$ cat config.mk
export PLATFORM = sky130hd
export DESIGN_NAME = tcon_ctrl
export DESIGN_NICKNAME = d
export VERILOG_FILES = /design/src/rtl/core/tcon_pkg.sv /design/src/rtl/core/tcon_ctrl.sv
export SDC_FILE = /design/constraint.sdc
export NUM_CORES = 1
export LEC_CHECK = 0
export ABC_CLOCK_PERIOD_IN_PS = 2600
export BUFFER_PORTS_ARGS = -buffer_cell sky130_fd_sc_hd__buf_4
export CORE_AREA = 4 4 41 43
export CTS_CLUSTER_DIAMETER = 80
export DETAILED_ROUTE_END_ITERATION = 12
export DIE_AREA = 0 0 45 47
export PLACE_DENSITY = 0.75
export SLEW_MARGIN = 20
export SYNTH_ARGS = -nofsm -noshare
export SYNTH_HDL_FRONTEND = slang
export SYNTH_SLANG_ARGS = --single-unit
$ cat constraint.sdc
create_clock -name i_clk -period 2.6 [get_ports i_clk]
set_input_delay 0.26 -clock i_clk [delete_from_list [all_inputs] [get_ports i_clk]]
set_output_delay 0.26 -clock i_clk [all_outputs]
set_load 0.02 [all_outputs]
$ cat src/rtl/core/tcon_pkg.sv
// Shared types, constants and codes of the text console with scrollback.
package tcon_pkg;

    localparam int MAX_ROWS_DEF      = 64;
    localparam int MAX_COLS_DEF      = 128;
    localparam int HISTORY_LINES_DEF = 1024;

    localparam int CMD_W      = 3;
    localparam int CHAR_W     = 8;
    localparam int COLOUR_W   = 8;
    localparam int VROW_W     = 6;
    localparam int VCOL_W     = 7;
    localparam int CROW_W     = 6;
    localparam int CCOL_W     = 7;
    localparam int VOFF_W     = 11;
    localparam int IN_DATA_W  = 40;
    localparam int OUT_DATA_W = 48;

    localparam int CFG_IDX_W  = 1;
    localparam int CFG_DATA_W = 8;
    localparam int IW_W       = 8;
    localparam int IH_W       = 7;
    localparam logic [IW_W-1:0] WIDTH_RST  = 8'd80;
    localparam logic [IH_W-1:0] HEIGHT_RST = 7'd24;

    typedef enum logic [CFG_IDX_W-1:0] {
        CFG_WIN_COLS = 1'b0,
        CFG_WIN_ROWS = 1'b1
    } t_cfg_idx;

    localparam logic [CMD_W-1:0] CMD_PUT_CHAR   = 3'd0;
    localparam logic [CMD_W-1:0] CMD_VIEW_UP    = 3'd1;
    localparam logic [CMD_W-1:0] CMD_VIEW_DOWN  = 3'd2;
    localparam logic [CMD_W-1:0] CMD_VIEW_RESET = 3'd3;
    localparam logic [CMD_W-1:0] CMD_READ_CELL  = 3'd4;

    localparam logic [CHAR_W-1:0] CH_BS       = 8'd8;
    localparam logic [CHAR_W-1:0] CH_TAB      = 8'd9;
    localparam logic [CHAR_W-1:0] CH_LF       = 8'd10;
    localparam logic [CHAR_W-1:0] CH_CR       = 8'd13;
    localparam logic [CHAR_W-1:0] CH_DEL      = 8'd127;
    localparam logic [CHAR_W-1:0] CH_PRINT_LO = 8'd32;
    localparam logic [CHAR_W-1:0] CH_PRINT_HI = 8'd126;
    localparam int TAB_STEP = 8;

    localparam logic [CHAR_W-1:0]   BLANK_CHAR = 8'd32;
    localparam logic [COLOUR_W-1:0] BLANK_FORE = 8'd7;
    localparam logic [COLOUR_W-1:0] BLANK_BACK = 8'd0;

    typedef struct packed {
        logic [CHAR_W-1:0]   ch;
        logic [COLOUR_W-1:0] fg;
        logic [COLOUR_W-1:0] bg;
    } t_cell;

    localparam t_cell BLANK_CELL = '{ch: BLANK_CHAR, fg: BLANK_FORE, bg: BLANK_BACK};

    typedef enum logic [1:0] {
        KIND_STEP,
        KIND_TAB,
        KIND_READ
    } t_kind;

    typedef enum logic [3:0] {
        OP_NONE,
        OP_CLEAR,
        OP_CAPTURE,
        OP_STEP,
        OP_TAB_INIT,
        OP_TAB_WR,
        OP_TAB_END,
        OP_READ,
        OP_ROW_INC,
        OP_SCROLL_BEGIN,
        OP_HIST_RD,
        OP_HIST_WR,
        OP_MOVE_RD,
        OP_MOVE_WR,
        OP_BLANK,
        OP_RESULT
    } t_op;

    typedef struct packed {
        logic  clear_last;
        t_kind kind;
        logic  tab_more;
        logic  pend_row;
        logic  scroll_need;
        logic  hist_last;
        logic  single_row;
        logic  move_last;
        logic  blank_last;
        logic  out_free;
    } t_status;

endpackage

$ cat src/rtl/core/tcon_ctrl.sv
// Sequencing state machine of the text console.
module tcon_ctrl (
    input  logic              i_clk,
    input  logic              i_rst_n,
    input  logic              i_in_valid,
    input  tcon_pkg::t_status i_status,
    output logic              o_in_ready,
    output tcon_pkg::t_op     o_op
);

    typedef enum logic [3:0] {
        S_CLEAR,
        S_IDLE,
        S_EXEC,
        S_TAB,
        S_ROW,
        S_HRD,
        S_HWR,
        S_MRD,
        S_MWR,
        S_BLANK,
        S_READ,
        S_DONE
    } t_state;

    t_state r_state, n_state;

    always_comb begin
        n_state = r_state;
        o_op    = tcon_pkg::OP_NONE;
        unique case (r_state)
            S_CLEAR: begin
                o_op = tcon_pkg::OP_CLEAR;
                if (i_status.clear_last) n_state = S_IDLE;
            end
            S_IDLE: begin
                if (i_in_valid) begin
                    o_op    = tcon_pkg::OP_CAPTURE;
                    n_state = S_EXEC;
                end
            end
            S_EXEC: begin
                unique case (i_status.kind)
                    tcon_pkg::KIND_TAB: begin
                        o_op    = tcon_pkg::OP_TAB_INIT;
                        n_state = S_TAB;
                    end
                    tcon_pkg::KIND_READ: begin
                        o_op    = tcon_pkg::OP_READ;
                        n_state = S_READ;
                    end
                    default: begin
                        o_op    = tcon_pkg::OP_STEP;
                        n_state = S_ROW;
                    end
                endcase
            end
            S_TAB: begin
                if (i_status.tab_more) begin
                    o_op = tcon_pkg::OP_TAB_WR;
                end else begin
                    o_op    = tcon_pkg::OP_TAB_END;
                    n_state = S_ROW;
                end
            end
            S_ROW: begin
                if (i_status.pend_row && i_status.scroll_need) begin
                    o_op    = tcon_pkg::OP_SCROLL_BEGIN;
                    n_state = S_HRD;
                end else if (i_status.pend_row) begin
                    o_op    = tcon_pkg::OP_ROW_INC;
                    n_state = S_DONE;
                end else begin
                    n_state = S_DONE;
                end
            end
            S_HRD: begin
                o_op    = tcon_pkg::OP_HIST_RD;
                n_state = S_HWR;
            end
            S_HWR: begin
                o_op = tcon_pkg::OP_HIST_WR;
                if (i_status.hist_last) n_state = i_status.single_row ? S_BLANK : S_MRD;
                else n_state = S_HRD;
            end
            S_MRD: begin
                o_op    = tcon_pkg::OP_MOVE_RD;
                n_state = S_MWR;
            end
            S_MWR: begin
                o_op    = tcon_pkg::OP_MOVE_WR;
                n_state = i_status.move_last ? S_BLANK : S_MRD;
            end
            S_BLANK: begin
                o_op = tcon_pkg::OP_BLANK;
                if (i_status.blank_last) n_state = S_DONE;
            end
            S_READ: begin
                n_state = S_DONE;
            end
            S_DONE: begin
                if (i_status.out_free) begin
                    o_op    = tcon_pkg::OP_RESULT;
                    n_state = S_IDLE;
                end
            end
            default: n_state = S_CLEAR;
        endcase
    end

    always_ff @(posedge i_clk) begin
        if (!i_rst_n) begin
            r_state <= S_CLEAR;
        end else begin
            r_state <= n_state;
        end
    end

    assign o_in_ready = (r_state == S_IDLE);

endmodule

Yosys cells after proc, flatten, opt, wreduce, memory -nomap -nowiden:

Index checks and enable logic that the tools add are counted.

* word-level logic and storage cells: 40
* output and inout bits: 5
* bits in registers: 4
* input bits: 14

* eq/ne operators: 18
* multiplexer cells: 18
* reduce and logical (&&, ||, !) cells: 3

Operator list (count)
* $mux W4: 12
* $pmux W4 S12: 1
* $pmux W4 S11: 1
* $eq A4 B3 Y1 const B: 4
* $eq A4 B4 Y1 const B: 4
* $ne A2 B2 Y1 const B: 5
* $eq A4 B2 Y1 const B: 2
* $pmux W4 S2: 1
* $pmux W3 S2: 1
* $reduce_and A5 Y1: 1
* $eq A4 B1 Y1 const B: 1
* $logic_not A4 Y1: 1
* $mux W2: 2
* $eq A2 B1 Y1 const B: 1
* $eq A2 B2 Y1 const B: 1
* $logic_and A1 B1 Y1: 1

Longest topological paths before layout:

* word-level depth: 3
* mapped depth: 6
* mapped depth without buffers: 6

Worst setup path before layout:

OpenSTA, ideal clock, no wires.

* kind: reg-to-output
* from: register r_state[1]
* to: output port o_op[0]
* stages on the path, launching flop included: 7
* arrival time: 1.318 ns
* required time: 2.340 ns
* setup slack: 1.022 ns
* buffers on the path: 2
* cells stage by stage: dfxtp_1 > buf_4 > buf_4 > nand3b_1 > a21oi_1 > a41oi_1 > o211ai_1

* word-level cells in the longest chain between the ends: 2
* elaborated cells on any way between the ends: 12
* classes of those cells: eq/ne: 10; mux: 1; reduce/logical: 1

RTL lines
* start, declared: line tcon_ctrl.sv:26 `t_state r_state, n_state;`
* start signal, assigned: line tcon_ctrl.sv:115 `r_state <= n_state;`
* $eq A4 B4 Y1 (tied with other cells): line tcon_ctrl.sv:31 `unique case (r_state)`
* $pmux W4 S11 (*): line tcon_ctrl.sv:31
* end, declared: line tcon_ctrl.sv:8 `output tcon_pkg::t_op o_op`

Every way passes the cells marked *; elsewhere a longest branch is shown, timed or not.

Worst setup path in the final report:

* from: register r_state[0]
* to: output port o_op[1]

The elaborated chain is that of the path after synthesis.

==> results.tsv <==
metric	value	unit
cts_tree	done	
setup_tns	0	ps
top_register	r_state	
place_congestion	0.816	
maxCapViolCount	0	
synth-edff-count	0	
syn_avg_cell_area	7.16	sq um
path_clk_slew	40	ps
fillers	130	
synth_cells	89	
htreeDepth	1	
r2r_start	r_state[0]$_SDFFE_PN0P_	
wire_per_inst	13.0	um
min_from	i_rst_n	
synth_top_area_cell	dfxtp_1	
wl	1.54	mm
antennaDiodeCount	0	
place_ws	778	ps
largest_register_ffs	4	
power_density	385	nW/um^2
vias	700	
switching_power	112	uW
stdcell_count	118	
grt_remaining_overflow	0	
cts-resized-gates	0	
power_frac_seq	29.5	%
synth_area	637	sq um
finalSetupViolCount	0	
period_needed	2100	ps
dpl.hpwl	1.16	mm
area.growth.synth_to_final	21.6	%
total_power	298	uW
cts_root_buf	clkbuf_4	
place_inst	115	
whs_path_depth	3	
clock_latency	240	ps
ys_ff_latch	4	
die-area	2120	sq um
tightest_slew	660	ps
synth_top_cell_area_share	12.6	%
synth_async_sr_flop_share	0	%
max_freq	0.476	GHz
globalRouteTotalUtil	16.2	%
drv_slew	0	
seq_area_frac_synth	12.6	%
hold_path.class	primary input to flop	
core	1300	sq um
core.rowCount	13	
io_pins	19	
skew	12.9	ps
cp.required	2340	ps
post_cts_buffers	0	
worst-setup-path-type	flop to output pin	
rr_worst_depth	4	
grt_max_degree	24	
ys_dominant_reg_cell	dfxtp_1	
drc	0	
arrival	1840	ps
cp-start-kind	flop	
yosys_warnings	0	
clkPwrFrac	26.3	%
critPathCaptureType	output pin	
synth_cell_types	39	
synth_most_common_cell	nand2_1	
antenna_found_initial	0	
timing.rr.end	r_state[3]$_SDFFE_PN0P_	
die_height	47	um
maxSlewHeadroom	56.0	%
p_int	187	uW
clock-sinks	4	
final_layout_size_suffix_gt1_share	24.3	%
initial_core_util	48.9	%
outcome	finished, final reports clean	
via_per_inst	5.93	
die_w	45	um
peakVddDrop	0.140	mV
grt_pass1_wl	2.57	mm
reg_top3	r_state (4)	
drtIter0Drc	6	
synthTopCellsByCount	nand2_1, a21oi_1	
cts_hold_buf	0	
synthesis.nets	106	
fin_util	59.5	%
finalHoldViolations	0	
grt_pass1_vias	664	
finalCritPeriodShare	80.9	%
setup_ws	497	ps
whs_endpoint	r_state[0]$_SDFFE_PN0P_	
rsz0062_at_grt	no	
io_buffer_count	18	
synth_top_cells_by_area	dfxtp_1, ha_1, a21oi_1, nand2_1, nand3b_1	
p_comb_share	44.2	%
worstPathMaxFanout	23	
cts_made_buffers	3	
final_nets	122	
clockBufferDepth	2	
drt.antenna.violating_nets	0	
p_leak	0.000323	uW
swShare	37.5	%
first_pass_iters	4	
ff2ff_setup_slack	940	ps
worst max-delay path, stage by stage (launching register included):
cell and delay, ps:
dfxtp_1 740, or3b_1 400, o21ai_0 70, a211oi_1 90, o21ai_1 150, buf_4 150
metrics by stage:
stage / hold slack (ps) / cell area, sq um
4_1_cts: 288 / 774
6_report: 294 / 774
3_3_place_gp: 534 / 752
5_1_grt: 299 / 774
2_1_floorplan: 391 / 637
3_5_place_dp: 538 / 752
worst max-delay path by stage:
stage                                  startpoint       to  slack, ps  cells past startpoint
final                     r_state[0]$_SDFFE_PN0P_  o_op[1]        500                      5
after CTS                 r_state[0]$_SDFFE_PN0P_  o_op[1]        510                      5
after floorplan           r_state[1]$_SDFFE_PN0P_  o_op[0]       1020                      6
after global placement    r_state[0]$_SDFFE_PN0P_  o_op[1]        800                      5
after detailed placement  r_state[0]$_SDFFE_PN0P_  o_op[1]        780                      5
after global routing      r_state[0]$_SDFFE_PN0P_  o_op[1]        390                      5
kinds of logic after synthesis:
group           share of synthesized area [%]
compound gates                           37.5
mux                                      3.14
flops                                    12.6
xor+xnor                                 1.38
fa+ha+maj                                5.89
buf+inv                                  9.63
simple gates                             29.9
routing by layer:
layer	vias up	track usage, %	share of wire (%)
met5	-	0	0
met4	0	8.19	0.85
met3	2	1.92	5.0
met2	21	27.7	49
met1	312	20.0	45
li1	365	-	-
layout make-up:
type	count	area [sq um]	area share (%)
repair buffers	19	143	18.4
flip-flops and latches	4	80.1	10.3
multi-input cells	73	495	64.0
inverters	4	15.0	1.94
clock buffers	3	22.5	2.91
well taps	15	18.8	2.42
power by group through the flow:
stage | clock network [uW] | logic, uW | registers [uW]
final | 78.3 | 132 | 88.1
after global routing | 87.5 | 145 | 89.7
after CTS | 79.5 | 133 | 87.5
after detailed placement | 0 | 132 | 88.1
after global placement | 0 | 132 | 88.1
after floorplan | 0 | 107 | 69.7
cells in the final DEF (no fill, tap or decap), types with 2 or more instances in the layout:
master	instances
a211oi_1	3
a211o_1	2
nor2_1	4
nand2_1	9
mux2i_1	2
ha_1	3
nor3_1	3
clkbuf_4	3
o21a_1	2
or3_1	2
a21o_1	2
nand3b_1	4
inv_1	3
buf_4	19
nand2b_1	4
a21oi_1	7
or3b_1	2
o211ai_1	2
o21bai_1	2
nand3_1	2
o22ai_1	2
dfxtp_1	4
a31oi_1	2
Power figures use the tool's default switching activity.
